$ cat src/rtl/core/gwf_pkg.sv
package gwf_pkg;

   localparam int RADIUS      = 1;
   localparam int MAX_WIDTH   = 1024;
   localparam int MAX_HEIGHT  = 1024;

   localparam int WIN         = 2 * RADIUS + 1;
   localparam int NUM_TAPS    = WIN * WIN;
   localparam int STORE_DEPTH = WIN * MAX_WIDTH;
   localparam int ADDR_W      = $clog2(STORE_DEPTH);

   localparam int CH_W        = 8;
   localparam int PIX_W       = 3 * CH_W;
   localparam int DIM_W       = 11;
   localparam int W_LIM       = (MAX_WIDTH > 2047) ? 2047 : MAX_WIDTH;
   localparam int H_LIM       = (MAX_HEIGHT > 2047) ? 2047 : MAX_HEIGHT;

   localparam int TAP_W       = 16;
   localparam int WGT_W       = 2 * TAP_W;
   localparam int PROD_W      = WGT_W + CH_W;
   localparam int WSUM_W      = WGT_W + $clog2(NUM_TAPS);
   localparam int ACC_W       = WSUM_W + CH_W;

   localparam int TIDX_W      = $clog2(WIN);
   localparam int DELTA_W     = TIDX_W + 1;
   localparam int DIST_W      = (RADIUS > 1) ? $clog2(RADIUS + 1) : 1;
   localparam int SUM_W       = ADDR_W + 3;

   localparam int FLUSH_CYCLES = 3;
   localparam int FLUSH_W      = 2;
   localparam int STEP_W       = $clog2(CH_W + 1);
   localparam int BIT_W        = $clog2(CH_W);

   localparam int CSR_IDX_W   = 3;
   localparam int CSR_DATA_W  = 64;
   localparam int MODE_W      = 2;

   localparam logic signed [SUM_W-1:0] DEPTH_S  = SUM_W'(STORE_DEPTH);
   localparam logic signed [DIM_W+1:0] POS_ONE  = (DIM_W + 2)'(1);

   localparam logic [MODE_W-1:0] MODE_ZERO   = 2'd0;
   localparam logic [MODE_W-1:0] MODE_MIRROR = 2'd1;
   localparam logic [MODE_W-1:0] MODE_ADJUST = 2'd2;

   localparam logic [CSR_IDX_W-1:0] CSR_MODE     = 3'd0;
   localparam logic [CSR_IDX_W-1:0] CSR_WIDTH    = 3'd1;
   localparam logic [CSR_IDX_W-1:0] CSR_HEIGHT   = 3'd2;
   localparam logic [CSR_IDX_W-1:0] CSR_VWEIGHTS = 3'd3;
   localparam logic [CSR_IDX_W-1:0] CSR_HWEIGHTS = 3'd4;

   localparam logic OP_PIXEL = 1'b0;

   localparam logic [DIM_W-1:0]      DIM_RESET    = 11'd512;
   localparam logic [CSR_DATA_W-1:0] WEIGHT_RESET = 64'd1177121711;

   typedef enum logic [2:0] {
      ST_IDLE,
      ST_STORE,
      ST_CHECK,
      ST_TAPS,
      ST_FLUSH,
      ST_NORM,
      ST_DIV,
      ST_OUT
   } state_type;

   typedef struct packed {
      logic             clear;
      logic             issue;
      logic [TAP_W-1:0] vtap;
      logic [TAP_W-1:0] htap;
   } mac_ctl_type;

   // Row or column offset of a mirrored tap relative to the center.
   function automatic logic signed [DELTA_W-1:0] tap_delta(
      input logic [DIM_W-1:0]          pos,
      input logic signed [DELTA_W-1:0] ofs,
      input logic [DIM_W-1:0]          lim
   );
      logic signed [DIM_W+1:0] p;
      logic signed [DIM_W+1:0] oe;
      logic signed [DIM_W+1:0] s;
      logic signed [DIM_W+1:0] q;
      logic signed [DIM_W+1:0] top_s;
      p     = $signed({2'b00, pos});
      oe    = (DIM_W + 2)'(ofs);
      s     = p + oe;
      top_s = $signed({2'b00, lim}) - POS_ONE;
      if (s > top_s) q = p - oe;
      else if (s < 0) q = -s;
      else q = s;
      if (q < 0) q = '0;
      if (q > top_s) q = top_s;
      return DELTA_W'(q - p);
   endfunction

   function automatic logic tap_inside(
      input logic [DIM_W-1:0]          pos,
      input logic signed [DELTA_W-1:0] ofs,
      input logic [DIM_W-1:0]          lim
   );
      logic signed [DIM_W+1:0] s;
      s = $signed({2'b00, pos}) + (DIM_W + 2)'(ofs);
      return (s >= 0) && (s <= $signed({2'b00, lim}) - POS_ONE);
   endfunction

   // Drops the Q0.32 fraction and saturates at the channel maximum.
   function automatic logic [CH_W-1:0] sat_high(input logic [ACC_W-1:0] acc);
      logic [ACC_W-WGT_W-1:0] hi;
      hi = acc[ACC_W-1:WGT_W];
      return (|hi[ACC_W-WGT_W-1:CH_W]) ? '1 : hi[CH_W-1:0];
   endfunction

endpackage

$ cat src/rtl/core/gwf_mac.sv
module gwf_mac (
   input  logic                                     clock,
   input  logic                                     reset,
   input  gwf_pkg::mac_ctl_type                     ctl,
   input  logic [gwf_pkg::PIX_W-1:0]                pix,
   output logic [2:0][gwf_pkg::ACC_W-1:0]           acc,
   output logic [gwf_pkg::WSUM_W-1:0]               wsum
);

   logic                                  s1_vld_ff;
   logic [gwf_pkg::WGT_W-1:0]             w_ff;
   logic                                  s2_vld_ff;
   logic [2:0][gwf_pkg::PROD_W-1:0]       prod_ff;
   logic [gwf_pkg::WGT_W-1:0]             wq_ff;
   logic [2:0][gwf_pkg::ACC_W-1:0]        acc_ff;
   logic [gwf_pkg::WSUM_W-1:0]            wsum_ff;

   // Stage one forms the tap weight while the store read is in flight.
   // Stage two scales the three channels; stage three accumulates.
   always_ff @(posedge clock) begin
      if (reset) begin
         s1_vld_ff <= 1'b0;
         s2_vld_ff <= 1'b0;
      end else begin
         s1_vld_ff <= ctl.issue;
         s2_vld_ff <= s1_vld_ff;
      end
      w_ff  <= {{gwf_pkg::TAP_W{1'b0}}, ctl.vtap} * {{gwf_pkg::TAP_W{1'b0}}, ctl.htap};
      wq_ff <= w_ff;
      for (int k = 0; k < 3; k++) begin
         prod_ff[k] <= {{gwf_pkg::CH_W{1'b0}}, w_ff}
                     * {{gwf_pkg::WGT_W{1'b0}}, pix[k*gwf_pkg::CH_W +: gwf_pkg::CH_W]};
      end
      if (ctl.clear) begin
         acc_ff  <= '0;
         wsum_ff <= '0;
      end else if (s2_vld_ff) begin
         for (int k = 0; k < 3; k++) begin
            acc_ff[k] <= acc_ff[k] + gwf_pkg::ACC_W'(prod_ff[k]);
         end
         wsum_ff <= wsum_ff + gwf_pkg::WSUM_W'(wq_ff);
      end
   end

   assign acc  = acc_ff;
   assign wsum = wsum_ff;

endmodule

$ cat config.mk
export PLATFORM = sky130hd
export DESIGN_NAME = gwf_mac
export DESIGN_NICKNAME = d
export VERILOG_FILES = /design/src/rtl/core/gwf_pkg.sv /design/src/rtl/core/gwf_mac.sv
export SDC_FILE = /design/constraint.sdc
export NUM_CORES = 2
export LEC_CHECK = 0
export BUFFER_PORTS_ARGS = -buffer_cell sky130_fd_sc_hd__buf_4
export CAP_MARGIN = 20
export CORE_ASPECT_RATIO = 1.25
export CORE_MARGIN = 8
export CORE_UTILIZATION = 45
export CTS_CLUSTER_DIAMETER = 200
export DETAILED_ROUTE_END_ITERATION = 10
export SYNTH_ARGS = -nofsm -noshare
export SYNTH_HDL_FRONTEND = slang
export SYNTH_SLANG_ARGS = --single-unit
$ cat constraint.sdc
create_clock -name clock -period 8 [get_ports clock]
set_input_delay 0.8 -clock clock [delete_from_list [all_inputs] [get_ports clock]]
set_output_delay 0.8 -clock clock [all_outputs]
set_load 0.01 [all_outputs]
-- Yosys cells after proc, flatten, opt, wreduce, memory -nomap -nowiden
Index checks and enable logic that the tools add are counted.
- output and inout bits: 168
- register bits after elaboration: 354
- input bits: 60
- logic and storage cells: 19
- multiply operators: 4
- add/subtract/negate cells: 4
- operators with widths (cell ; count):
    $add 44x40->44 ; 3
    $mul 32x8->40 ; 3
    $add 36x32->36 ; 1
    $mul 16x16->32 ; 1

-- Logic depth before layout (Yosys ltp)
- depth in word-level cells: 1
- gate-level depth with buffers: 24
- mapped depth without buffers: 23

-- Least setup slack after synthesis
Ideal clock, no wire load.
- path type: input to register
- start point: input ctl[26] (netlist name)
- end point: register w_ff[30] (netlist name)
- path buffers: 1
- required time: 7.928 ns
- setup time: 0.072 ns
- path slack: 1.478 ns
- stages: 21
- arrival time: 6.450 ns
- cells stage by stage: clkbuf_1 > nand2_1 > fa_1 > fa_1 > fa_1 > fa_1 > inv_1 > fa_1 > inv_1 > fa_1 > inv_1 > ha_1 > a21oi_1 > o21ai_0 > a21oi_1 > o31ai_1 > a41o_1 > o41ai_1 > o21ai_1 > a221oi_1 > xnor2_1
- word-level cells in the longest chain between the ends: 1
- RTL lines (item ; line ; text):
    start: declaration ; gwf_mac.sv:4 ; input gwf_pkg::mac_ctl_type ctl,
    $mul 16x16->32 ; gwf_mac.sv:28 ; w_ff <= {{gwf_pkg::TAP_W{1'b0}}, ctl.vtap} * {{gwf_pkg::TAP_W{1'b0}}, ctl.htap};
    end signal: assignment ; gwf_mac.sv:28 ;
    end: declaration ; gwf_mac.sv:11 ; logic [gwf_pkg::WGT_W-1:0] w_ff;
No other way between the ends.
A chain may end at the register's enable or synchronous reset.

-- Final worst setup path
- start point: register w_ff[3] (netlist name)
- end point: register prod_ff[118] (netlist name)
- word-level cells in the longest chain between the ends: 1
- RTL lines (item ; line ; text):
    $mul 32x8->40 ; gwf_mac.sv:32 ; * {{gwf_pkg::WGT_W{1'b0}}, pix[k*gwf_pkg::CH_W +: gwf_pkg::CH_W]};
    end signal: indexed assignment ; gwf_mac.sv:31 ; prod_ff[k] <= {{gwf_pkg::CH_W{1'b0}}, w_ff}
    end: declaration ; gwf_mac.sv:13 ; logic [2:0][gwf_pkg::PROD_W-1:0] prod_ff;
No other way between the ends.

==> run_results.csv <==
group,metric,value,unit
run,cap_viol_max_count,0,
timing,finalSetupTns,0,ns
die,fp.dieW,311,um
timing,drv_slew,0,
clocking,cts_tree,"yes",
setup_path,path_common_cell,"fa_1",
timing,setup_viol,0,
synthesis,synth_flop_cell,"dfxtp_1",
clocking,clkLatencyLatePin,0.61,ns
die,die_area,120000,um2
route,drc,0,
route,vias_per_cell,5.34,
clocking,cts.sinks,354,
route,wl,130,mm
grt,grt_pass1_wl,211,mm
placement,hpwlAfterDp,102,mm
finish,final_cell_area,53300,um2
route,wl_per_cell,18.2,um
setup_path,arrival,7.11,ns
finish,synthToLayoutAreaGrowth,8.99,%
finish,nets,6892,
timing,max_slew_margin,21.2,%
placement,port_buffers,227,
finish,n_fill_cell,10500,
timing,rsz0062_at_grt,"no",
setup_path,critical_path_peak_fanout,14,
synthesis,yosys_warnings,0,
grt,grt_max_degree,93,
setup_path,r2r_slack,1.37,ns
timing,final.min_clock_period,6.63,ns
finish,layout-drive-gt1-share,6.47,%
synthesis,synth_edf_count,0,
clocking,cts_resized,0,
synthesis,avgSynthCellArea,8.74,um2
grt,grt_pass1_vias,39100,
synthesis,ys_seq_area_share,14.5,%
timing,worstMarginPinSlew,1.18,ns
setup_path,cp-start-kind,"flip-flop",
setup_path,cp_num_buf_inv,3,
setup_path,critPathRequiredTime,8.48,ns
route,drtIter0Drc,2049,
die,core,108000,um2
grt,track_usage,21.5,%
timing,finalHoldViolations,0,
finish,final_cell_mix,"inv_1, fa_1, nand2_1",
finish,seqCellArea,7090,um2
synthesis,async_reset_ff_share,0,%
grt,antenna_found_initial,6,
timing,finalCritPeriodShare,82.9,%
setup_path,critical_path_class,"reg2reg",
route,ant_nets,0,
synthesis,ys_ff_latch,354,
outcome,status,"complete, no violations",
finish,multi_input_area,37800,um2
clocking,clockBufferDepth,3,
synthesis,synth_cell_types,85,
finish,final_common_cell,"inv_1",
setup_path,cp-end-kind,"flip-flop",
clocking,clk_pin_slew,0.06,ns
clocking,numCtsBuffers,40,
die,num_io_pins,228,
clocking,cts_setup_buffers,0,
die,rows,135,
synthesis,synth_cells,5595,
clocking,clock-root-buffer,"clkbuf_16",
timing,clock_skew,0.0405,ns
synthesis,syn_area,48900,um2
setup_path,cpPeakStageDelay,1.00,ns
placement,place_area,51800,um2
setup_path,crit_family,"adder cells",
route,firstDrtPassIters,8,
die,die_h,385,um
grt,grt_overflow,0,
die,start_util,45.2,%
min_path,worstHoldPathType,"in2reg",
placement,place_congestion,0.895,
route,vias,38100,
setup_path,crit_path_cell_trace,"buf_4 > and2_1 > fa_1 > inv_1 > fa_1 > fa_1 > inv_1 > fa_1 > ha_1 > a2111oi_0 > o21a_1 > nor3_1 > a211oi_1 > o41ai_1 > a31oi_1 > o21ai_0 > a21oi_1 > xnor2_1",
timing,fmax,151,MHz
synthesis,synth_nets,6829,
finish,fin_util,49.3,%
setup_path,cp_slowest_cell,"dfxtp_1",
clocking,hold_buffers,0,
clocking,htree_num_levels,2,
-- logic make-up (layout without fill, tap and decap cells) --
group | Yosys count | in the layout | synth area share [%]
other | 0 | 3 | 0
adder cells (fa/ha/maj) | 1174 | 1174 | 41.4
XOR/XNOR | 254 | 254 | 4.55
multiplexers | 75 | 75 | 1.55
buffers and inverters | 1078 | 1172 | 8.28
AND/OR/NAND/NOR | 1758 | 1758 | 17.6
flip-flops | 354 | 354 | 14.5
AO/OA/AOI/OAI | 902 | 902 | 12.1
-- per-layer routing --
metal / share of wire (%) / GRT usage (%) / vias to the layer above
met5: 0.022 / 0 / -
met4: 2.1 / 5.08 / 4
met3: 5.5 / 2.91 / 151
met2: 47 / 36.0 / 915
met1: 46 / 29.4 / 19000
li1: - / - / 18000
-- through the flow --
stage                     std cells  setup WS [ns]  hold slack, ns
after global placement         7053          0.956           0.436
after detailed placement       7053          0.923           0.429
after floorplan                5595           1.48           0.380
after CTS                      7126           1.52           0.344
after global routing           7130           1.19           0.362
final                          7130           1.37           0.386
-- flip-flops by register name, indices dropped and copies added, names as in the netlist --
signal	flops
s1_vld_ff	1
wsum	36
w_ff	32
wq_ff	32
s2_vld_ff	1
acc	132
prod_ff	120
-- final timing paths --
path	start	endpoint	depth (start not counted)
worst max-delay path	w_ff[3]	prod_ff[118]	18
worst min-delay path	reset	s2_vld_ff	2
worst max register to register	w_ff[3]	prod_ff[118]	18
worst min register to register	s1_vld_ff	s2_vld_ff	1
-- area by class of cell --
type                            count  area share (%)
Antenna cell                        3          0.0141
Clock buffer                       51            2.11
Clock inverter                     22           0.608
Inverter                          828            5.83
Multi-Input combinational cell   4163            70.9
Sequential cell                   354            13.3
Tap cell                         1438            3.38
Timing Repair Buffer              271            3.88
-- cell usage after synthesis, types with 11 or more instances --
library cell	instances	share of area, %
nand2b_1	29	0.37
o21ai_0	90	0.92
dfxtp_1	354	14
nor2b_1	37	0.47
nor2_1	234	1.8
a31oi_1	30	0.38
a21o_1	155	2.4
a21oi_1	262	2.7
clkbuf_1	237	1.8
nor3_1	36	0.37
mux2i_1	71	1.5
nand2_1	690	5.3
nand4_1	46	0.59
xor2_1	104	1.9
xnor2_1	150	2.7
and3_1	31	0.40
a211oi_1	30	0.46
fa_1	738	30
o21bai_1	37	0.57
o21a_1	49	0.75
a311oi_1	12	0.21
o21ai_1	74	0.76
and2_1	548	7.0
nand3_1	56	0.57
inv_1	826	6.3
ha_1	436	11
o211ai_1	21	0.32
a22o_1	11	0.20
buf_1	11	0.084
Power is left out: the tool's default activity adds up to more than one toggle a clock period on the data nets, which glitch-free logic cannot reach.
