==> src/rtl/core/gwf_pkg.sv <==
package gwf_pkg;

   localparam int RADIUS      = 1;
   localparam int MAX_WIDTH   = 1024;
   localparam int MAX_HEIGHT  = 1024;

   localparam int WIN         = 2 * RADIUS + 1;
   localparam int NUM_TAPS    = WIN * WIN;
   localparam int STORE_DEPTH = WIN * MAX_WIDTH;
   localparam int ADDR_W      = $clog2(STORE_DEPTH);

   localparam int CH_W        = 8;
   localparam int PIX_W       = 3 * CH_W;
   localparam int DIM_W       = 11;
   localparam int W_LIM       = (MAX_WIDTH > 2047) ? 2047 : MAX_WIDTH;
   localparam int H_LIM       = (MAX_HEIGHT > 2047) ? 2047 : MAX_HEIGHT;

   localparam int TAP_W       = 16;
   localparam int WGT_W       = 2 * TAP_W;
   localparam int PROD_W      = WGT_W + CH_W;
   localparam int WSUM_W      = WGT_W + $clog2(NUM_TAPS);
   localparam int ACC_W       = WSUM_W + CH_W;

   localparam int TIDX_W      = $clog2(WIN);
   localparam int DELTA_W     = TIDX_W + 1;
   localparam int DIST_W      = (RADIUS > 1) ? $clog2(RADIUS + 1) : 1;
   localparam int SUM_W       = ADDR_W + 3;

   localparam int FLUSH_CYCLES = 3;
   localparam int FLUSH_W      = 2;
   localparam int STEP_W       = $clog2(CH_W + 1);
   localparam int BIT_W        = $clog2(CH_W);

   localparam int CSR_IDX_W   = 3;
   localparam int CSR_DATA_W  = 64;
   localparam int MODE_W      = 2;

   localparam logic signed [SUM_W-1:0] DEPTH_S  = SUM_W'(STORE_DEPTH);
   localparam logic signed [DIM_W+1:0] POS_ONE  = (DIM_W + 2)'(1);

   localparam logic [MODE_W-1:0] MODE_ZERO   = 2'd0;
   localparam logic [MODE_W-1:0] MODE_MIRROR = 2'd1;
   localparam logic [MODE_W-1:0] MODE_ADJUST = 2'd2;

   localparam logic [CSR_IDX_W-1:0] CSR_MODE     = 3'd0;
   localparam logic [CSR_IDX_W-1:0] CSR_WIDTH    = 3'd1;
   localparam logic [CSR_IDX_W-1:0] CSR_HEIGHT   = 3'd2;
   localparam logic [CSR_IDX_W-1:0] CSR_VWEIGHTS = 3'd3;
   localparam logic [CSR_IDX_W-1:0] CSR_HWEIGHTS = 3'd4;

   localparam logic OP_PIXEL = 1'b0;

   localparam logic [DIM_W-1:0]      DIM_RESET    = 11'd512;
   localparam logic [CSR_DATA_W-1:0] WEIGHT_RESET = 64'd1177121711;

   typedef enum logic [2:0] {
      ST_IDLE,
      ST_STORE,
      ST_CHECK,
      ST_TAPS,
      ST_FLUSH,
      ST_NORM,
      ST_DIV,
      ST_OUT
   } state_type;

   typedef struct packed {
      logic             clear;
      logic             issue;
      logic [TAP_W-1:0] vtap;
      logic [TAP_W-1:0] htap;
   } mac_ctl_type;

   // Row or column offset of a mirrored tap relative to the center.
   function automatic logic signed [DELTA_W-1:0] tap_delta(
      input logic [DIM_W-1:0]          pos,
      input logic signed [DELTA_W-1:0] ofs,
      input logic [DIM_W-1:0]          lim
   );
      logic signed [DIM_W+1:0] p;
      logic signed [DIM_W+1:0] oe;
      logic signed [DIM_W+1:0] s;
      logic signed [DIM_W+1:0] q;
      logic signed [DIM_W+1:0] top_s;
      p     = $signed({2'b00, pos});
      oe    = (DIM_W + 2)'(ofs);
      s     = p + oe;
      top_s = $signed({2'b00, lim}) - POS_ONE;
      if (s > top_s) q = p - oe;
      else if (s < 0) q = -s;
      else q = s;
      if (q < 0) q = '0;
      if (q > top_s) q = top_s;
      return DELTA_W'(q - p);
   endfunction

   function automatic logic tap_inside(
      input logic [DIM_W-1:0]          pos,
      input logic signed [DELTA_W-1:0] ofs,
      input logic [DIM_W-1:0]          lim
   );
      logic signed [DIM_W+1:0] s;
      s = $signed({2'b00, pos}) + (DIM_W + 2)'(ofs);
      return (s >= 0) && (s <= $signed({2'b00, lim}) - POS_ONE);
   endfunction

   // Drops the Q0.32 fraction and saturates at the channel maximum.
   function automatic logic [CH_W-1:0] sat_high(input logic [ACC_W-1:0] acc);
      logic [ACC_W-WGT_W-1:0] hi;
      hi = acc[ACC_W-1:WGT_W];
      return (|hi[ACC_W-WGT_W-1:CH_W]) ? '1 : hi[CH_W-1:0];
   endfunction

endpackage

==> src/rtl/core/gwf_div.sv <==
module gwf_div (
   input  logic                              clock,
   input  logic                              reset,
   input  logic                              start,
   input  logic [2:0][gwf_pkg::ACC_W-1:0]    dividend,
   input  logic [gwf_pkg::WSUM_W-1:0]        divisor,
   output logic                              done,
   output logic [2:0][gwf_pkg::CH_W-1:0]     quotient
);

   logic                                busy_ff;
   logic                                done_ff;
   logic [gwf_pkg::STEP_W-1:0]          step_ff;
   logic [2:0][gwf_pkg::ACC_W-1:0]      rem_ff;
   logic [gwf_pkg::WSUM_W-1:0]          den_ff;
   logic [2:0][gwf_pkg::CH_W-1:0]       quo_ff;
   logic [2:0]                          sat_ff;
   logic                                zero_ff;
   logic [gwf_pkg::BIT_W-1:0]           bit_idx;
   logic [gwf_pkg::ACC_W-1:0]           den_sh;

   assign bit_idx = gwf_pkg::BIT_W'(step_ff - 1'b1);
   assign den_sh  = {{gwf_pkg::CH_W{1'b0}}, den_ff} << bit_idx;

   // Restoring division, one quotient bit per cycle for all three channels.
   // A dividend at or above 256 times the divisor saturates up front.
   always_ff @(posedge clock) begin
      if (reset) begin
         busy_ff <= 1'b0;
         done_ff <= 1'b0;
         step_ff <= '0;
      end else begin
         done_ff <= 1'b0;
         if (start) begin
            busy_ff <= 1'b1;
            step_ff <= gwf_pkg::STEP_W'(gwf_pkg::CH_W);
         end else if (busy_ff) begin
            step_ff <= step_ff - 1'b1;
            if (step_ff == gwf_pkg::STEP_W'(1)) begin
               busy_ff <= 1'b0;
               done_ff <= 1'b1;
            end
         end
      end
      if (start) begin
         rem_ff  <= dividend;
         den_ff  <= divisor;
         quo_ff  <= '0;
         zero_ff <= (divisor == '0);
         for (int k = 0; k < 3; k++) begin
            sat_ff[k] <= (dividend[k] >= {divisor, {gwf_pkg::CH_W{1'b0}}});
         end
      end else if (busy_ff) begin
         for (int k = 0; k < 3; k++) begin
            if (rem_ff[k] >= den_sh) begin
               rem_ff[k]          <= rem_ff[k] - den_sh;
               quo_ff[k][bit_idx] <= 1'b1;
            end
         end
      end
   end

   always_comb begin
      for (int k = 0; k < 3; k++) begin
         if (zero_ff) quotient[k] = '0;
         else if (sat_ff[k]) quotient[k] = '1;
         else quotient[k] = quo_ff[k];
      end
   end

   assign done = done_ff;

endmodule

==> config.mk <==
export PLATFORM = sky130hd
export DESIGN_NAME = gwf_div
export DESIGN_NICKNAME = d
export VERILOG_FILES = /design/src/rtl/core/gwf_pkg.sv /design/src/rtl/core/gwf_div.sv
export SDC_FILE = /design/constraint.sdc
export NUM_CORES = 1
export LEC_CHECK = 0
export BUFFER_PORTS_ARGS = -buffer_cell sky130_fd_sc_hd__buf_4
export CORE_MARGIN = 5
export CORE_UTILIZATION = 45
export CTS_CLUSTER_DIAMETER = 30
export DETAILED_ROUTE_END_ITERATION = 16
export HOLD_SLACK_MARGIN = 0.05
export SLEW_MARGIN = 0
export SYNTH_ARGS = -nofsm -noshare
export SYNTH_HDL_FRONTEND = slang
export SYNTH_SLANG_ARGS = --single-unit
export TNS_END_PERCENT = 30
==> constraint.sdc <==
create_clock -name clock -period 8.72 [get_ports clock]
set_input_delay 2.616 -clock clock [delete_from_list [all_inputs] [get_ports clock]]
set_output_delay 2.616 -clock clock [all_outputs]
set_load 0.02 [all_outputs]
* Word level (Yosys, flattened, before mapping)
Index checks and enable logic that the tools add are counted.
Operators by class: $add $sub $neg 4, bitwise operators 4, equal/unequal tests 1, magnitude comparators 8, reductions and logical operators 14, mux-type cells 19, shifts and indexed selects 1
Operator list (number):
- 44-bit >= comparator | 6
- 132-bit 2-to-1 mux | 2
- 44-bit 2-to-1 mux | 3
- 44-bit subtractor | 3
- 8-bit 2-to-1 mux | 6
- 36-bit by 3-bit left shift with 44-bit output | 1
- 36-bit zero test | 1
- 8-bit OR | 3
- 2-bit AND reduction | 6
- 4-bit 2-to-1 mux | 2
- 2-bit nonzero test | 4
- 1-bit 2-to-1 mux | 5
- 4-bit by 1-bit == test with 1-bit output, second input constant | 1
- 3-bit by 4-bit < comparator with 1-bit output, second input constant | 1
- 4-bit by 1-bit subtractor with 4-bit output, second input constant | 1
- 1-bit demux with 3-bit select | 1
- 3-bit by 1-bit >= comparator with 1-bit output, second input constant | 1
- 3-bit OR reduction | 1
- 2-bit OR reduction | 1
- 1-bit logical AND | 1
- 1-bit inverter | 1
Storage, ports and cells: input port bits 171, word-level logic and storage cells 64, flip-flop bits (word level) 202, output and inout port bits 25

* Depth between registers and ports, before layout
Gate-level depths: netlist of run 1.
depth after elaboration 6, gate-level depth with buffers 21, mapped depth without buffers 17

* Least setup slack after synthesis of run 1
Ideal clock, no wire load.
kind flip-flop to flip-flop, from reg step_ff[0] in the netlist's numbering, to reg rem_ff[0] in the netlist's numbering, enable pin, path slack 2.306 ns, data required time 8.162 ns, cell stages (with the launch flop) 21, buffers on the path 5, clock period less this slack 6.414 ns, library setup time 0.558 ns, arrival 5.856 ns, cells stage by stage dfxtp_1 -> clkbuf_1 -> clkbuf_1 -> inv_1 -> ha_1 -> clkbuf_1 -> clkbuf_1 -> mux4_2 -> mux2i_1 -> ha_1 -> clkbuf_1 -> a21o_1 -> a21o_1 -> a21oi_1 -> o21ai_0 -> a221oi_2 -> o21ai_1 -> nand3_1 -> a31oi_1 -> o41ai_4 -> nand2_1
On the way: cells in the longest elaborated chain, start to end 5
RTL lines:
- start, declared | RTL line gwf_div.sv:13 | logic [gwf_pkg::STEP_W-1:0] step_ff;
- start signal, assigned | RTL line gwf_div.sv:36 | step_ff <= gwf_pkg::STEP_W'(gwf_pkg::CH_W);
- start signal, assigned | RTL line gwf_div.sv:38 | step_ff <= step_ff - 1'b1;
- 4-bit by 1-bit subtractor with 4-bit output
- named net bit_idx (one bit) | RTL line gwf_div.sv:19 | logic [gwf_pkg::BIT_W-1:0] bit_idx;
- 36-bit by 3-bit left shift with 44-bit output | RTL line gwf_div.sv:23 | assign den_sh = {{gwf_pkg::CH_W{1'b0}}, den_ff} << bit_idx;
- 44-bit >= comparator | RTL line gwf_div.sv:55 | if (rem_ff[k] >= den_sh) begin
- 2-bit nonzero test (no line)
- 2-bit AND reduction (no line)
- end signal, assigned | RTL line gwf_div.sv:46 | rem_ff <= dividend;
- end signal, assigned by index | RTL line gwf_div.sv:56 | rem_ff[k] <= rem_ff[k] - den_sh;
- end, declared | RTL line gwf_div.sv:14 | logic [2:0][gwf_pkg::ACC_W-1:0] rem_ff;
The timed path passes the listed nets, and every way through them passes these cells. A chain may end at the register's enable or synchronous reset.

* Worst setup path in the final report of run 1
from reg step_ff[1] in the netlist's numbering, to reg rem_ff[30] in the netlist's numbering, enable pin
On the way: cells in the longest elaborated chain, start to end 5
RTL lines (RTL line):
- 4-bit by 1-bit subtractor with 4-bit output
- 36-bit by 3-bit left shift with 44-bit output | gwf_div.sv:23
- 44-bit >= comparator | gwf_div.sv:55
- 2-bit nonzero test (no line)
- 2-bit AND reduction (no line)
No other way between the ends.

==> impl_metrics.json, run 1 <==
{
  "rsz0062_at_grt": "no",
  "io_buffers": 195,
  "die_y_um": 214,
  "period_needed_ps": 6630,
  "drc_errors": 0,
  "cts_tree": "yes",
  "crit_required_ps": 8770,
  "num_antenna_cells": 0,
  "syn_area_sq_um": 18800,
  "multi_input_area_sq_um": 12400,
  "drive_gt1_frac": 0.160,
  "io_pins": 196,
  "worstSetupPathType": "register to register",
  "power.switching_mw": 3.56,
  "vias_per_cell": 6.06,
  "drtPass1Iterations": 6,
  "ys.flop_type": "edfxtp_1",
  "slew_headroom": 0.179,
  "final-setup-viol-count": 0,
  "startpoint_type": "register",
  "area_delta_synth_final_pct": 20.6,
  "seqCellArea_sq_um": 5770,
  "slew_violations": 0,
  "synth_warnings": 0,
  "syn_inst": 2096,
  "post_dp_cell_area_sq_um": 20700,
  "vias": 17400,
  "outcome": "complete, no violations",
  "seq_area_frac_synth": 0.306,
  "arrival_ps": 6680,
  "num_rows": 75,
  "die_w_um": 214,
  "grt_pass1_vias": 17200,
  "htreeDepth": 2,
  "gp_congestion": 1.00,
  "power_switching_share": 0.430,
  "antenna_found_initial": 1,
  "final_area_sq_um": 22700,
  "fin_crit_sh": 0.760,
  "wire_per_inst_um": 23.5,
  "worstSkewPairLatency_ps": 610,
  "skew_ps": 24.0,
  "clk_path_buf_depth": 3,
  "tns_ps": 0,
  "post-place-ws_ps": 2140,
  "p_comb_frac": 0.545,
  "finish.net_count": 2693,
  "cts.sinks": 202,
  "synth_area_leaders": "edfxtp_1, ha_1, o21ai_0",
  "worst_pin_slew_ps": 1230,
  "clkPwrFrac": 0.255,
  "dr.first_iter.drc_count": 1471,
  "postCtsResizedCells": 0,
  "synth-edff-count": 172,
  "fmax_ghz": 0.151,
  "postSynthAreaPerCell_sq_um": 8.98,
  "clkTransAtPathRegs_ps": 50,
  "grt_pass1_wl_um": 101000,
  "cts_inserted_buffers": 57,
  "grtUsageTotal": 0.282,
  "totalWireLength_um": 67300,
  "drv_cap": 0,
  "drtAntennaViolNets": 0,
  "ir_worst_vdd_mv": 0.170,
  "fill_cells": 3838,
  "die-area_sq_um": 46000,
  "root_buffer": "clkbuf_16",
  "syn_nets": 2509,
  "start_util": 0.452,
  "ys_types": 86,
  "cp_max_fo": 49,
  "p_leak_nw": 9.91,
  "p_seq_frac": 0.200,
  "hold_viol_final": 0,
  "crit_path_end_kind": "register",
  "cts_setup_buffers": 0,
  "hp-class": "register to register",
  "synthArstFlopShare": 0,
  "power_density_nw_per_um2": 365,
  "ys_ff_latch": 202,
  "core_sq_um": 41700,
  "cts.hold.buffers_added": 0,
  "netlist.area_leader.share": 0.275,
  "layout_setup_ws_ps": 2090,
  "grt_start_max_net_pins": 129,
  "synth.largest_area_cell": "edfxtp_1",
  "grt_overflow": 0,
  "hpwl_um": 54300,
  "internal-power_mw": 4.72
}
==> power by group through the flow <==
stage	logic, mW	registers, mW	clock network (mW)
after floorplan	3.31	1.59	0
after global placement	4.37	1.67	0
after detailed placement	4.39	1.66	0
after CTS	4.43	1.66	2.13
after global routing	4.96	1.68	2.18
final	4.51	1.66	2.11
==> Yosys cell counts, types with 6 or more instances <==
cell / n
nand2_1: 238
a21boi_0: 7
a31oi_1: 18
nor3_1: 40
o31ai_1: 8
dfxtp_1: 30
nand4_1: 34
o21ai_1: 7
or3_1: 10
mux4_2: 31
xnor2_1: 66
a211oi_1: 15
ha_1: 239
xor2_1: 53
inv_1: 91
and3_1: 20
nand3_1: 46
a21o_1: 95
edfxtp_1: 172
o2bb2ai_1: 16
nor2b_1: 25
mux2i_1: 39
a21oi_1: 185
o21ai_0: 200
clkbuf_1: 70
o211ai_1: 8
and2_1: 12
mux2_2: 6
nor4_1: 21
o21a_1: 9
nor2_1: 133
nand2b_1: 18
o21bai_1: 17
==> routing by layer <==
metal	global-route usage	share of wire	vias to the layer above	wire length [um]
li1	-	-	8289	-
met1	0.390	0.45	8376	30300
met5	0	0	-	0
met4	0.102	0.034	0	2310
met2	0.451	0.45	607	30500
met3	0.0422	0.063	103	4240
==> flip-flops by register name, summed over array words and instances (netlist names) <==
| name | flops |
|---|---|
| busy_ff | 1 |
| den_ff | 36 |
| done | 1 |
| quo_ff | 24 |
| rem_ff | 132 |
| sat_ff | 3 |
| step_ff | 4 |
| zero_ff | 1 |
==> critical path, cell delays in order (launching register included) <==
cell and delay (ps):
dfxtp_1 340, inv_1 70, ha_2 990, nor2b_1 430, nand2_1 100, o21ai_0 120, nand2_1 190, ha_1 420
nor2b_1 170, o31a_1 280, nor4_2 310, o32ai_2 230, a221oi_2 470, o21ai_1 210, nand3_1 150, a31oi_1 160
o41ai_4 560, nand2_2 850
==> kinds of logic (layout without fill, tap and decap cells) <==
kind of cell | count (synthesis) | in the layout | share of synthesized area
AOI/OAI and AO/OA | 664 | 664 | 0.225
buffers and inverters | 169 | 399 | 0.0349
xor gates and xnor gates | 119 | 119 | 0.0554
DFF | 202 | 202 | 0.306
muxes | 76 | 76 | 0.0615
adders and majority gates | 242 | 242 | 0.162
and+or+nand+nor | 624 | 624 | 0.155
==> worst paths after layout <==
| check | end | cells past startpoint | slack [ps] | from |
|---|---|---|---|---|
| min reg2reg | quo_ff[15] | 2 | 440 | quo_ff[15] |
| max | rem_ff[30] | 17 | 2090 | step_ff[1] |
| max reg2reg | rem_ff[30] | 17 | 2090 | step_ff[1] |
| min | quo_ff[15] | 2 | 440 | quo_ff[15] |
==> final cells by class <==
cell class / count / share of cell area
Tap cell: 539 / 0.0297
Sequential cell: 202 / 0.254
Multi-Input combinational cell: 1725 / 0.548
Timing Repair Buffer: 203 / 0.0675
Inverter: 91 / 0.0151
Clock inverter: 42 / 0.0210
Clock buffer: 63 / 0.0648
==> placed cells by master, fill, tap and decap left out, drive strengths merged, types with 22 or more instances in the layout <==
master / n
dfxtp: 30
mux2i: 39
clkbuf: 64
xor2: 53
clkinv: 25
ha: 239
buf: 202
inv: 93
a21oi: 187
nand2: 238
nand3: 46
o21ai: 210
nor2b: 25
a21o: 100
nor2: 133
nand4: 34
nor3: 40
xnor2: 66
edfxtp: 172
nor4: 22
mux4: 31
==> stage by stage <==
step | hold WS [ps] | instances | total power [mW] | utilization
finish | 443 | 2865 | 8.28 | 0.544
global route | 476 | 2865 | 8.82 | 0.544
CTS | 446 | 2865 | 8.21 | 0.544
detailed placement | 440 | 2760 | 6.05 | 0.498
global placement | 436 | 2760 | 6.04 | 0.498
floorplan | 426 | 2096 | 4.90 | -
(Power assumes the default switching activity.)
==> inputs of run 2 (changes only) <==
Settings changed: PLACE_DENSITY set to 0.66.
Clock period 8.72 ns to 5.7 ns, I/O delays scaled along.
==> impl_metrics.json, run 2 (synthesis gave the netlist of run 1 again) <==
{
  "outcome": "complete, no violations",
  "startpoint_type": "register",
  "grt_start_max_net_pins": 101,
  "slowest_stage": "xor2_4",
  "wire_per_inst_um": 23.5,
  "totalWireLength_um": 68200,
  "io_pins": 196,
  "drtPass1Iterations": 5,
  "num_antenna_cells": 0,
  "cts_tree": "yes",
  "dp.cells": 2796,
  "fmax_ghz": 0.179,
  "htreeDepth": 2,
  "layout_setup_ws_ps": 103,
  "grtUsageTotal": 0.284,
  "final-setup-viol-count": 0,
  "worst_pin_slew_ps": 787,
  "die_w_um": 214,
  "skew_ps": 17.4,
  "post-place-ws_ps": 118,
  "arrival_ps": 5880,
  "crit_path_end_kind": "register",
  "core_sq_um": 41700,
  "final_area_sq_um": 23100,
  "hp-class": "register to register",
  "worstSetupPathType": "register to register",
  "num_rows": 75,
  "slew_headroom": 0.476,
  "crit_family": "compound AO/OA/AOI/OAI gates",
  "antenna_found_initial": 0,
  "postLayoutCoreUtil": 0.554,
  "clkTransAtPathRegs_ps": 50,
  "cp_max_fo": 14,
  "cts_setup_buffers": 0,
  "fill_cells": 3758,
  "io_buffers": 195,
  "root_buffer": "clkbuf_16",
  "grt_pass1_wl_um": 103000,
  "regMostFlops": "rem_ff",
  "area_delta_synth_final_pct": 22.6,
  "finish.net_count": 2727,
  "power_density_nw_per_um2": 559,
  "final_cells": 2898,
  "largest_register_ffs": 132,
  "hold_ws_ps": 452,
  "drc_errors": 0,
  "die-area_sq_um": 46000,
  "drtAntennaViolNets": 0,
  "postCtsResizedCells": 0,
  "slew_violations": 0,
  "grt_pass1_vias": 17400,
  "path_buf_inv": 3,
  "drv_cap": 0,
  "drive_gt1_frac": 0.175,
  "vias_per_cell": 6.15,
  "cts_inserted_buffers": 55,
  "p_leak_nw": 10.1,
  "cpPeakStageDelay_ps": 480,
  "crit_chain": "inv_1, ha_2, xor2_4, buf_4, mux2i_1, buf_4, ha_1, a21oi_1, o21ai_0, nor4_2, o211ai_1, a31oi_2, o221ai_1, and3_1, nor3_1, xor2_1, o21ai_0",
  "reg.largest.list": "rem_ff x132, den_ff x36, quo_ff x24",
  "cts.sinks": 202,
  "final_cell_mix": "ha_1, nand2_1, buf_4",
  "die_y_um": 214,
  "power_mw": 12.9,
  "post_dp_cell_area_sq_um": 21100,
  "fin_crit_sh": 0.982,
  "hpwl_um": 54900,
  "start_util": 0.452,
  "hold_viol_final": 0,
  "worstSkewPairLatency_ps": 590,
  "tns_ps": 0,
  "ir_worst_vdd_mv": 0.296,
  "dr.first_iter.drc_count": 1595,
  "clk_path_buf_depth": 3,
  "period_needed_ps": 5600,
  "mostFrequentLayoutCell": "ha_1",
  "grt_overflow": 0,
  "gp_congestion": 1.00,
  "rsz0062_at_grt": "no",
  "vias": 17800,
  "crit_required_ps": 5990,
  "cts.hold.buffers_added": 0
}
==> run 2: cell count changes in the layout (fill, tap and decap cells not counted), moves of 3 or more <==
| cell | change |
|---|---|
| mux2i_2 | +3 |
| clkinv_4 | -7 |
| buf_4 | +31 |
| clkinvlp_4 | +3 |
| mux2i_1 | -3 |
| buf_12 | +4 |
==> run 2: worst reg2reg max path, stage by stage, from the launching register on <==
cell and delay (ps):
dfxtp_2 320, inv_1 130, ha_2 270, xor2_4 480, buf_4 280, mux2i_1 420, buf_4 210, ha_1 320
a21oi_1 350, o21ai_0 360, nor4_2 350, o211ai_1 350, a31oi_2 350, o221ai_1 300, and3_1 270, nor3_1 230
xor2_1 200, o21ai_0 110
==> run 2: worst paths after layout <==
kind                                  from    endpoint  slack, ps  cells after the start
worst min-delay path            quo_ff[15]  quo_ff[15]        450                      2
worst max-delay path            step_ff[0]  rem_ff[77]        100                     17
worst max register to register  step_ff[0]  rem_ff[77]        100                     17
worst min register to register  quo_ff[15]  quo_ff[15]        450                      2
==> run 2: cell type report <==
| type | count | area [sq um] | area share |
|---|---|---|---|
| Clock buffer | 66 | 1540 | 0.0669 |
| Clock inverter | 36 | 430 | 0.0187 |
| Tap cell | 539 | 674 | 0.0292 |
| Inverter | 91 | 342 | 0.0148 |
| Sequential cell | 202 | 5770 | 0.250 |
| Multi-Input combinational cell | 1725 | 12500 | 0.540 |
| Timing Repair Buffer | 239 | 1850 | 0.0804 |
==> run 2: report_power, final <==
group	total, mW	internal, mW	leakage, nW	switching (mW)
logic	7.08	2.84	7.19	4.25
registers	2.52	2.29	1.97	0.231
clock network	3.29	2.31	0.944	0.983
==> run 2: routing by layer <==
metal,vias up,wire [um],global-route usage
li1,8336,-,-
met1,8632,29700,0.396
met2,720,31100,0.456
met3,123,5290,0.0439
met4,0,2030,0.0893
met5,-,0,0
